===== src/pcs_pkg.sv =====
// ----------------------------------------------------------------------------
// pcs_pkg
// Shared types and constants of the pattern class search unit.
// ----------------------------------------------------------------------------
`timescale 1ns / 1ps
package pcs_pkg;
  localparam int MaxTokensDef = 16;
  localparam int MaxSourceDef = 65536;

  typedef enum logic [1:0] {
    KIND_LIT  = 2'd0,
    KIND_ANY  = 2'd1,
    KIND_SET  = 2'd2,
    KIND_NONE = 2'd3
  } kind_t;

  typedef enum logic [2:0] {
    PH_IDLE    = 3'd0,
    PH_ESC     = 3'd1,
    PH_SETOPEN = 3'd2,
    PH_SETBODY = 3'd3,
    PH_ENDED   = 3'd4,
    PH_DONE    = 3'd5
  } phase_t;

  localparam logic [7:0] ChDot   = 8'h2E;
  localparam logic [7:0] ChBsl   = 8'h5C;
  localparam logic [7:0] ChLowA  = 8'h61;
  localparam logic [7:0] ChUpA   = 8'h41;
  localparam logic [7:0] ChOpen  = 8'h5B;
  localparam logic [7:0] ChCaret = 8'h5E;
  localparam logic [7:0] ChClose = 8'h5D;

  // Control handed to every cell in the row.
  typedef struct packed {
    logic       load;     // write the token into the selected cell
    logic       step;     // shift in one source byte
    logic       clear;    // clear partial matches
    logic [7:0] ch;       // source byte
  } cell_ctl_t;
endpackage


===== src/pcs_cell.sv =====
// ----------------------------------------------------------------------------
// pcs_cell
// One token of the pattern and its shift-and match bit.
// ----------------------------------------------------------------------------
`timescale 1ns / 1ps
module pcs_cell (
  input  logic               clk,
  input  logic               rst_n,
  input  pcs_pkg::cell_ctl_t ctl,
  input  logic               sel,
  input  pcs_pkg::kind_t     load_kind,
  input  logic [255:0]       load_set,
  input  logic               prev_match,
  output logic               match
);
  pcs_pkg::kind_t kind_r;
  logic [255:0]   set_r;
  logic           match_r, match_nxt;
  logic           acc;

  always_ff @(posedge clk) begin
    if (ctl.load && sel) begin
      kind_r <= load_kind;
      set_r  <= load_set;
    end
  end

  always_comb begin
    unique case (kind_r)
      pcs_pkg::KIND_ANY:  acc = 1'b1;
      pcs_pkg::KIND_NONE: acc = 1'b0;
      default:            acc = set_r[ctl.ch];
    endcase
    match_nxt = match_r;
    if (ctl.clear) begin
      match_nxt = 1'b0;
    end else if (ctl.step) begin
      match_nxt = prev_match && acc;
    end
  end

  always_ff @(posedge clk) begin
    if (!rst_n) begin
      match_r <= 1'b0;
    end else begin
      match_r <= match_nxt;
    end
  end

  assign match = match_r;
endmodule


===== config.mk =====
export PLATFORM = sky130hd
export DESIGN_NAME = pcs_cell
export DESIGN_NICKNAME = d
export VERILOG_FILES = /design/src/pcs_pkg.sv /design/src/pcs_cell.sv
export SDC_FILE = /design/constraint.sdc
export NUM_CORES = 1
export LEC_CHECK = 0
export BUFFER_PORTS_ARGS = -buffer_cell sky130_fd_sc_hd__buf_4
export CORE_MARGIN = 2
export CORE_UTILIZATION = 33
export CTS_BUF_LIST = sky130_fd_sc_hd__clkbuf_4
export CTS_CLUSTER_DIAMETER = 100
export DETAILED_ROUTE_END_ITERATION = 8
export GPL_TIMING_DRIVEN = 0
export SLEW_MARGIN = 20
export SYNTH_ARGS = -nofsm -noshare
export SYNTH_HDL_FRONTEND = slang
export SYNTH_SLANG_ARGS = --single-unit
export TNS_END_PERCENT = 20

===== constraint.sdc =====
create_clock -name clk -period 7.5 [get_ports clk]
set_clock_uncertainty 0.1 [all_clocks]
set_input_delay 1.5 -clock clk [delete_from_list [all_inputs] [get_ports clk]]
set_output_delay 1.5 -clock clk [all_outputs]
set_load 0.02 [all_outputs]

; After elaboration in Yosys (flattened, before gate mapping)
; Cells that the tools add are included.
[totals]
wordCells = 13
in_bits = 273
reg_bits = 259
[op_classes]
n_mux = 3
n_reduce_logical = 3
eq_ne = 2
bitwise = 1
order_cmp = 1
[ops]
columns = operator, n
row1 = "8-bit by 9-bit less-than comparator with 1-bit output, second input constant", 1
row2 = 1-bit binary-select mux with 8-bit select, 1
row3 = "2-bit by 1-bit equality test with 1-bit output, second input constant", 1
row4 = "2-bit equality test, second input constant", 1
row5 = 1-bit logical AND, 2
row6 = 1-bit one-hot mux with 2 select lines, 1
row7 = 2-bit OR reduction, 1
row8 = 1-bit two-way mux, 1
row9 = 1-bit NOT, 1

; Logic depth before layout (Yosys ltp)
; Gate-level depths: netlist of run 1.
[logic_depth]
word_depth = 4
depth_mapped = 9
ltp_nobuf = 6

; Worst setup path before layout of run 1
; No wires, ideal clock.
[synth_path]
path_kind = in2reg
from = in sel
to = reg kind_r[0], enable pin
slack_ns = -0.581
arrival_time_ns = 7.330
path_stages = 1
setup_ns = 0.650
path_cell_list = and2_1
[synth_between]
elab_chain_len = 1
[synth_rtl]
columns = item, line
row1 = from (decl), pcs_cell.sv:10  ; input logic sel,
row2 = 1-bit logical AND, pcs_cell.sv:22  ; if (ctl.load && sel) begin
row3 = to (signal assigned), pcs_cell.sv:23  ; kind_r <= load_kind;
row4 = to (decl), pcs_cell.sv:16  ; pcs_pkg::kind_t kind_r;
; No other way between the ends.
; A chain may end at the register's enable or synchronous reset.

; Final worst setup path of run 1
[layout_path]
from = in ctl[1] (netlist bit)
to = reg match_r, in the netlist match
[layout_between]
elab_chain_len = 4
[layout_rtl]
columns = item, line
row1 = from (decl), pcs_cell.sv:9  ; input pcs_pkg::cell_ctl_t ctl,
row2 = 1-bit binary-select mux with 8-bit select, pcs_cell.sv:32  ; default: acc = set_r[ctl.ch];
row3 = 1-bit two-way mux (implied by the code), pcs_cell.sv:32
row4 = 1-bit one-hot mux with 2 select lines, pcs_cell.sv:29  ; unique case (kind_r)
row5 = 1-bit logical AND, pcs_cell.sv:38  ; match_nxt = prev_match && acc;
row6 = to (signal assigned), pcs_cell.sv:46  ; match_r <= match_nxt;
row7 = to (decl), pcs_cell.sv:18  ; logic match_r, match_nxt;
; No other way between the ends. The select of a mux whose other input is x is not followed.

==> results of run 1 <==
==> critical path: cells and delay by family <==
family | cells | cell delay, ns
multiplexers | 3 | 0.76
AO/OA/AOI/OAI | 2 | 0.44
AND/OR/NAND/NOR | 1 | 0.11
buffers and inverters | 3 | 0.79
==> final cells by class <==
type                    instances  area, um^2  share of cell area, %
multi-input cells             176        2200                   16.0
well taps                     396         495                   3.59
plain buffers                  22         219                   1.59
repair buffers                275        2140                   15.5
flip-flops and latches        259        7770                   56.3
diodes                          3        7.51                 0.0544
inverters                       5        18.8                  0.136
clock buffers                 115         863                   6.26
clock inverters                16        72.6                  0.526
==> per-stage QoR <==
stage	worst slack, ns	hold WS [ns]	cell area (um^2)	util [%]	cells
3_3_place_gp	0.996	0.537	12700	41.8	1129
6_report	4.35	0.548	13800	45.2	1267
3_5_place_dp	3.59	0.542	12800	42.1	1133
5_1_grt	4.31	0.587	13800	45.2	1266
2_1_floorplan	2.28	0.521	10200	-	462
4_1_cts	4.35	0.555	13800	45.2	1264
==> power groups by stage <==
stage	Clock [mW]	Combinational [mW]	Sequential, mW
2_1_floorplan	0	0.142	1.75
3_3_place_gp	0	0.308	1.76
3_5_place_dp	0	0.317	1.75
4_1_cts	1.34	0.319	1.72
5_1_grt	1.41	0.335	1.73
6_report	1.28	0.313	1.72
==> flip-flops by register name (all words and copies together) (netlist names) <==
signal / count
match: 1
set_r: 256
kind_r: 2
==> routing by layer <==
metal	vias to the layer above	GRT usage, %
met1	2929	20.1
met2	295	26.0
li1	2726	-
met4	2	5.98
met5	-	0
met3	50	6.60
==> cells in the mapped netlist (all sizes together) <==
cell	n
a22oi	6
a31oi	1
a21oi	6
a311oi	1
inv	5
nor2b	4
o21ba	1
and2b	1
mux4	54
mux2i	34
o221ai	7
nor4	1
buf	16
and2	2
nand3	7
nand2	8
nand4	1
mux2	2
a221oi	1
dfxtp	1
a2111oi	2
o41ai	1
nor3	6
edfxtp	258
or3b	2
o22ai	2
clkbuf	6
nand3b	2
a311o	1
a41o	1
or3	1
a22o	2
a32o	1
nand2b	5
nor2	4
a211oi	3
o31ai	1
a211o	4
or2b	1
==> cell families after synthesis <==
group | count (synthesis) | share of synthesized area (%)
compound gates | 41 | 3.22
buf+inv | 27 | 2.33
flops | 259 | 76.1
mux | 90 | 15.9
simple gates | 45 | 2.44
==> final timing paths <==
path / startpoint / to / slack, ns / cells past startpoint
worst max-delay path: ctl[1] / match$_SDFFE_PP0P_ / 4.35 / 9
worst min-delay path: match$_SDFFE_PP0P_ / match$_SDFFE_PP0P_ / 0.55 / 3
worst max register to register: set_r[162]$_DFFE_PP_ / match$_SDFFE_PP0P_ / 5.22 / 6
worst min register to register: match$_SDFFE_PP0P_ / match$_SDFFE_PP0P_ / 0.55 / 3
==> placed cells by master, fill, tap and decap left out, drive strengths merged, types with 2 or more instances in the layout <==
cell type / netlist / layout
clkbuf: 6 / 121
nor2b: 4 / 4
inv: 5 / 8
and2: 2 / 2
clkinvlp: 0 / 2
nor2: 4 / 4
mux2: 2 / 2
nand2b: 5 / 5
or3b: 2 / 2
nor3: 6 / 6
a22oi: 6 / 6
mux2i: 34 / 34
nand3b: 2 / 2
buf: 16 / 291
a22o: 2 / 2
diode: 0 / 3
o221ai: 7 / 7
o22ai: 2 / 2
edfxtp: 258 / 258
nand3: 7 / 7
nand2: 8 / 8
mux4: 54 / 54
a211o: 4 / 4
clkinv: 0 / 11
a211oi: 3 / 3
a21oi: 6 / 6
a2111oi: 2 / 2
==> results.yml, run 1 <==
clocking:
  clock_latency_ns: 0.69
  cts-root-buf: "clkbuf_4"
  clock_path_buffers: 3
  cts.sinks: 259
  ctsResizeCount: 0
  cts_buffers: 74
  cts_tree: "built"
  cts_setup_buffers: 0
  clk_pin_slew_worst_paths_ns: 0.05
  htreeDepth: 3
  postCtsHoldBufs: 0
global_route:
  grt_max_degree: 60
  track_usage_pct: 16.3
  grt_pass1_wl_um: 38700
  antenna_found_initial: 3
  grt_overflow: 0
  grt_pass1_vias: 6503
critical_path:
  end_kind: "flop"
  max_stage_delay_ns: 0.36
  critPathKind: "in2reg"
  cp_max_fo: 10
  arrival_ns: 3.60
  cp-start-kind: "primary input"
  slowest_stage: "buf_2"
  worst_ep_required_time_ns: 7.95
  path_cells: "buf_4, buf_2, buf_2, mux4_2, mux2i_1, mux2i_1, a211o_1, nand4_1, a31oi_1"
yosys:
  synthesis.area_um2: 10200
  netlist.area_leader.share_pct: 75.9
  ys_types: 49
  synth_fp_nets: 735
  synth_seq_cells: 259
  syn_inst: 462
  synth_area_leaders: "edfxtp_1, mux4_2, mux2i_1"
  avgSynthCellArea_um2: 22.1
  yosys.area.top_type: "edfxtp_1"
  ys_seq_area_share_pct: 76.1
  synth_warnings: 0
finish:
  fillers: 2688
  fin_nets: 1086
  drive_above_1_share_pct: 54.4
  areaGrowthSynthToFinish_pct: 35.1
pwr:
  switchingPower_uw: 739
  power_density_nw_per_um2: 240
  p_sw_share_pct: 22.3
  ir_drop_uv: 114
  leakage_nw: 5.26
  power.total_mw: 3.32
  combPwrFrac_pct: 9.4
  power.internal_mw: 2.58
  clockPowerShare_pct: 38.6
  seqPwrFrac_pct: 51.9
timing:
  slew-limit-headroom_pct: 41.2
  finalSetupTns_ns: 0
  fin_crit_ns: 3.15
  finalCritPeriodShare_pct: 42.0
  hold_violations: 0
  setup_viol: 0
  max_freq_mhz: 318
  drv_slew: 0
  tightest_slew_ns: 0.882
  rsz0062_at_grt: "no"
routing:
  met1_length_um: 10400
  wl_per_cell_um: 20.9
  wl_um: 26500
  via_per_inst: 4.74
  drc: 0
  top_layer: "met5"
  wl_met2_um: 12800
  route.antenna.remaining_nets: 0
  drtIter0Drc: 399
  dr.pass1.iters: 4
  via_count: 6002
  wl_met3_um: 2660
hold_path:
  hp-class: "reg2reg"
floorplanning:
  rows: 64
  dieArea_um2: 32400
  io_pins: 274
  core-area_um2: 30500
  die_h_um: 180
  die_w_um: 180
  start_util_pct: 33.5
place:
  portBuffers: 271
  hpwl_um: 19300
  gp_congestion: 0.830
flow_run:
  maxCapViolCount: 0
status:
  status: "finished clean"
No activity file was read; power rests on OpenSTA's default activity.
==> inputs of run 2 (changes only) <==
==> constraint.sdc (replaced) <==
create_clock -name clk -period 3.25 [get_ports clk]
set_clock_uncertainty 0.1 [all_clocks]
set_input_delay 0.65 -clock clk [delete_from_list [all_inputs] [get_ports clk]]
set_output_delay 0.65 -clock clk [all_outputs]
set_load 0.02 [all_outputs]
==> run 2 against run 1 <==
  * Sequential power grew 130%
  * Critical path type unchanged
  * Cell area grew 13%
  * Count of clock-buffer cells in the layout shrank 16
==> results.yml, run 2 (synthesized netlist as in run 1, its figures left out) <==
status:
  status: "finished clean"
clocking:
  ctsResizeCount: 0
  clock_latency_ns: 0.68
  cts.sinks: 259
  clk_pin_slew_worst_paths_ns: 0.07
  cts-root-buf: "clkbuf_4"
  cts_buffers: 72
  cts_tree: "built"
  htreeDepth: 3
  clock_path_buffers: 3
critical_path:
  critPathKind: "in2reg"
  worst_ep_required_time_ns: 3.77
  arrival_ns: 2.76
  cp_max_fo: 10
  end_kind: "flop"
  cp-start-kind: "primary input"
routing:
  wl_um: 28600
  dr.pass1.iters: 6
  drtIter0Drc: 406
  via_per_inst: 4.66
  via_count: 6701
  drc: 0
  wl_per_cell_um: 19.9
  route.antenna.remaining_nets: 0
finish:
  fin_nets: 1274
  largest_reg_flops: 256
  areaGrowthSynthToFinish_pct: 52.6
  regMostFlops: "set_r"
  drive_above_1_share_pct: 43.3
  final_common_cell: "buf_4"
  design_area_um2: 15600
  most-common-layout-cells: "buf_4, edfxtp_1, dlygate4sd3_1"
place:
  portBuffers: 271
  place_ws_ns: 0.226
  place_area_um2: 12800
  hpwl_um: 19300
  gp_congestion: 0.811
floorplanning:
  rows: 64
  die_w_um: 180
  core-area_um2: 30500
  die_h_um: 180
  io_pins: 274
  dieArea_um2: 32400
  start_util_pct: 33.5
timing:
  setup_viol: 0
  finalCritPeriodShare_pct: 68.9
  max_freq_mhz: 446
  drv_slew: 0
  fin_crit_ns: 2.24
  slew-limit-headroom_pct: 36.6
  hold_ws_ns: 0.0637
  hold_violations: 0
  tightest_slew_ns: 0.951
  rsz0062_at_grt: "no"
  setup_ws_ns: 1.01
global_route:
  busiest_layer: "met2"
  grt_max_degree: 61
  grt_overflow: 0
  antenna_found_initial: 4
  gr-usage-met3_pct: 5.06
  grt_pass1_wl_um: 42400
  grt_pass1_vias: 7486
  grtUsageMet1_pct: 21.6
  grtUsageMet2_pct: 29.0
  track_usage_pct: 17.6
pwr:
  power.total_mw: 7.63
  power_density_nw_per_um2: 490
  ir_drop_uv: 295
  leakage_nw: 5.98
hold_path:
  hp-class: "in2reg"
flow_run:
  maxCapViolCount: 0
run 2: changes by cell type in the layout (fill, tap and decap cells not counted), sizes merged:
cell / delta
bufinv: +1
inv: -2
diode: +1
dlygate4sd3: +190
clkbuf: -16
clkinvlp: -2
clkinv: -1
run 2: power breakdown:
| part | total [mW] | leakage, nW | switching [mW] | internal, mW |
|---|---|---|---|---|
| clock network | 2.73 | 0.490 | 1.27 | 1.46 |
| logic | 0.919 | 3.06 | 0.354 | 0.565 |
| registers | 3.98 | 2.43 | 0.0534 | 3.93 |
run 2: routing by layer:
metal,vias up,part of all wire [%]
met4,0,2.6
met1,3273,40
met3,55,7.1
met5,-,0
met2,281,51
li1,3092,-
run 2: worst max-delay path, stage by stage:
cell and delay (ns):
buf_4 0.15, clkbuf_8 0.23, clkbuf_1 0.73, mux2i_1 0.31, nand3_1 0.16, nand3_1 0.08
a211o_1 0.29, a31oi_1 0.15
run 2: path summary, 6_finish.rpt:
check                       start                    to  slack [ns]  cells after the start
min                 load_set[225]  set_r[225]$_DFFE_PP_        0.06                      1
min reg2reg    match$_SDFFE_PP0P_    match$_SDFFE_PP0P_        0.56                      3
max reg2reg  set_r[162]$_DFFE_PP_    match$_SDFFE_PP0P_        1.05                      6
max                        ctl[3]    match$_SDFFE_PP0P_        1.01                      8
run 2: timing repair:
item                                   in CTS  in global routing
buffers inserted                            0                  0
hold buffers                              170                 20
endpoints found under the hold margin     170                 20
run 2: final cells by class:
type	instances	area, um^2
clock buffers	99	743
repair buffers	465	4050
clock inverters	12	71.3
well taps	396	495
multi-input cells	176	2200
flip-flops and latches	259	7770
diodes	4	10.0
plain buffers	22	219
inverters	5	18.8
fillers	2470	14900
run 2: stage by stage:
step	utilization, %	cells	TNS (ns)
final	51.1	1438	0
after global routing	51.1	1438	0
after CTS	50.4	1414	0
after detailed placement	42.1	1133	0
after global placement	41.8	1129	-130.96
after floorplan	-	462	0
==> inputs of run 3 (changes only) <==
==> constraint.sdc (replaced) <==
create_clock -name clk -period 2.15 [get_ports clk]
set_clock_uncertainty 0.1 [all_clocks]
set_input_delay 0.43 -clock clk [delete_from_list [all_inputs] [get_ports clk]]
set_output_delay 0.43 -clock clk [all_outputs]
set_load 0.02 [all_outputs]
==> run 3 against run 2 <==
  * The run now fails in clock tree synthesis
  * Area after synthesis did not move
  * Synthesized cell count did not move
==> results.yml, run 3 <==
status:
  status: "aborted with a tool error"
  haltStage: "clock tree synthesis"
  error: "[ERROR RSZ-0060] Max buffer count reached."
clocking:
  postCtsHoldBufs: 250
  cts.sinks: 259
  clock_path_buffers: 3
  cts_setup_buffers: 0
  cts_buffers: 72
  htreeDepth: 3
  ctsResizeCount: 1
  cts-root-buf: "clkbuf_4"
yosys:
  syn_inst: 462
  yosys.area.top_type: "edfxtp_1"
  synth_warnings: 0
  ys_types: 49
  synth_fp_nets: 735
  synth_area_leaders: "edfxtp_1, mux4_2, mux2i_1"
  async_flop_share_pct: 0
  netlist.area_leader.share_pct: 75.9
  synthesis.area_um2: 10200
  synth-edff-count: 258
  synth_seq_cells: 259
  yosysMostFrequentCell: "edfxtp_1"
  avgSynthCellArea_um2: 22.1
  synth_commonest_cells: "edfxtp_1, mux4_2, mux2i_1"
  synthFlopType: "edfxtp_1"
  ys_seq_area_share_pct: 76.1
floorplanning:
  die_w_um: 180
  die_h_um: 180
  io_pins: 274
  start_util_pct: 33.5
  rows: 64
place:
  gp_congestion: 0.811
  portBuffers: 271
  hpwl_um: 19300
[run 3: cell counts after synthesis]
No cell type changed its count.
[run 3: cell families after synthesis]
kind of cell	after synthesis	share of synthesized area, %
compound gates	41	3.22
simple gates	45	2.44
flops	259	76.1
buf+inv	27	2.33
mux	90	15.9
[run 3: stage by stage]
step / util [%] / cell area [um^2] / setup WS, ns / cells / TNS [ns]
floorplan: - / 10200 / -0.626 / 462 / -161.54
global placement: 41.8 / 12700 / -1.41 / 1129 / -358.71
detailed placement: 42.1 / 12800 / -0.654 / 1133 / -1.41
==> inputs of run 4 (changes only) <==
--- a/config.mk
+++ b/config.mk
@@ -7,11 +7,10 @@
 export LEC_CHECK = 0
 export BUFFER_PORTS_ARGS = -buffer_cell sky130_fd_sc_hd__buf_4
 export CORE_MARGIN = 2
-export CORE_UTILIZATION = 33
-export CTS_BUF_LIST = sky130_fd_sc_hd__clkbuf_4
-export CTS_CLUSTER_DIAMETER = 100
+export CORE_UTILIZATION = 20
 export DETAILED_ROUTE_END_ITERATION = 8
 export GPL_TIMING_DRIVEN = 0
+export PLACE_DENSITY_LB_ADDON = 0.15
 export SLEW_MARGIN = 20
 export SYNTH_ARGS = -nofsm -noshare
 export SYNTH_HDL_FRONTEND = slang
==> run 4 against run 3 <==
  * The run now ends clean
==> results.yml, run 4 (synthesized netlist as in run 1, its figures left out) <==
status:
  status: "finished clean"
global_route:
  antenna_found_initial: 2
  grt_pass1_wl_um: 47800
  grt_pass1_vias: 7384
  grt_max_degree: 54
  track_usage_pct: 12.3
  grt_overflow: 0
routing:
  via_count: 6625
  route.antenna.remaining_nets: 0
  dr.pass1.iters: 4
  drc: 0
  via_per_inst: 3.84
  wl_per_cell_um: 19.1
  drtIter0Drc: 270
  wl_um: 32900
timing:
  drv_slew: 0
  tightest_slew_ns: 0.459
  slew-limit-headroom_pct: 69.3
  setup_ws_ns: 0.00676
  max_freq_mhz: 467
  finalCritPeriodShare_pct: 99.7
  setup_viol: 0
  hold_violations: 0
  rsz0062_at_grt: "yes"
  fin_crit_ns: 2.14
floorplanning:
  core-area_um2: 50300
  die_h_um: 230
  start_util_pct: 20.3
  dieArea_um2: 52900
  rows: 82
  die_w_um: 230
  io_pins: 274
critical_path:
  cp-start-kind: "flop"
  worst_ep_required_time_ns: 2.53
  critPathKind: "reg2reg"
  cp_max_fo: 1
  end_kind: "flop"
  arrival_ns: 2.52
place:
  place_ws_ns: -0.812
  hpwl_um: 23000
  portBuffers: 271
  gp_congestion: 0.699
  dp_cells: 1410
clocking:
  cts-root-buf: "clkbuf_16"
  cts_buffers: 31
  htreeDepth: 1
  cts.sinks: 259
  clk_pin_slew_worst_paths_ns: 0.06
  clock_latency_ns: 0.60
  clock_path_buffers: 3
  cts_setup_buffers: 0
  cts_tree: "built"
pwr:
  leakage_nw: 6.23
  power_density_nw_per_um2: 744
  ir_drop_uv: 585
finish:
  fillers: 4926
  largest_reg_flops: 256
  most-common-layout-cells: "buf_4, dlygate4sd3_1, edfxtp_1"
  instances_no_fill: 1725
  final_common_cell: "buf_4"
  areaGrowthSynthToFinish_pct: 64.2
  drive_above_1_share_pct: 37.6
  diodes: 0
  fin_nets: 1303
  regMostFlops: "set_r"
hold_path:
  hp-class: "in2reg"
flow_run:
  maxCapViolCount: 0
[run 4: through the flow]
step | utilization [%] | instance area [um^2] | total power [mW] | hold WS [ns] | TNS, ns
final | 33.3 | 16800 | 12.5 | 0.0980 | 0
after global routing | 33.3 | 16800 | 13.0 | 0.0835 | -0.0848
after CTS | 33.3 | 16800 | 12.7 | 0.0622 | 0
after detailed placement | 26.3 | 13200 | 7.31 | 0.509 | -5.36
after global placement | 26.0 | 13100 | 7.29 | 0.508 | -405.81
after floorplan | - | 10200 | 6.59 | 0.429 | -161.54
[run 4: where the power goes]
group          internal, mW  leakage [nW]  switching (mW)
clock                  2.76         0.449            2.13
sequential             5.94          2.43          0.0787
combinational         0.950          3.35           0.609
[run 4: area by class of cell]
type / instances / area [um^2] / share of cell area (%)
Multi-Input combinational cell: 176 / 2220 / 13.3
Clock inverter: 16 / 113 / 0.672
Timing Repair Buffer: 535 / 4760 / 28.4
Inverter: 5 / 18.8 / 0.112
Tap cell: 672 / 841 / 5.02
Clock buffer: 40 / 810 / 4.83
Buffer: 22 / 231 / 1.38
Sequential cell: 259 / 7770 / 46.3
[run 4: path summary, 6_finish.rpt]
kind	to	slack, ns	cells past startpoint	start
hold reg to reg	match$_SDFFE_PP0P_	0.62	3	match$_SDFFE_PP0P_
setup / recovery	match$_SDFFE_PP0P_	0.007	6	set_r[178]$_DFFE_PP_
setup reg to reg	match$_SDFFE_PP0P_	0.007	6	set_r[178]$_DFFE_PP_
hold / removal	match$_SDFFE_PP0P_	0.1	3	ctl[6]
[run 4: critical path: stages (launching register included)]
cell	delay, ns
edfxtp_1	0.38
mux4_2	0.52
a22oi_2	0.25
a2111oi_1	0.12
or3_1	0.41
a211oi_2	0.15
a31oi_1	0.09
[run 4: what timing repair did]
action / 4_1_cts / 5_1_grt
hold endpoints to repair: 259 / 0
pin swaps: 2 / 0
gates resized for setup: 14 / 0
hold buffers: 259 / 0
endpoints found under the setup margin: 1 / 1
[run 4: metal layers]
layer	vias to the layer above	track usage (%)	wire length (um)
met5	-	0	8
met4	2	2.82	750
li1	3114	-	-
met1	3280	15.6	13900
met2	186	21.6	16600
met3	43	2.63	1680
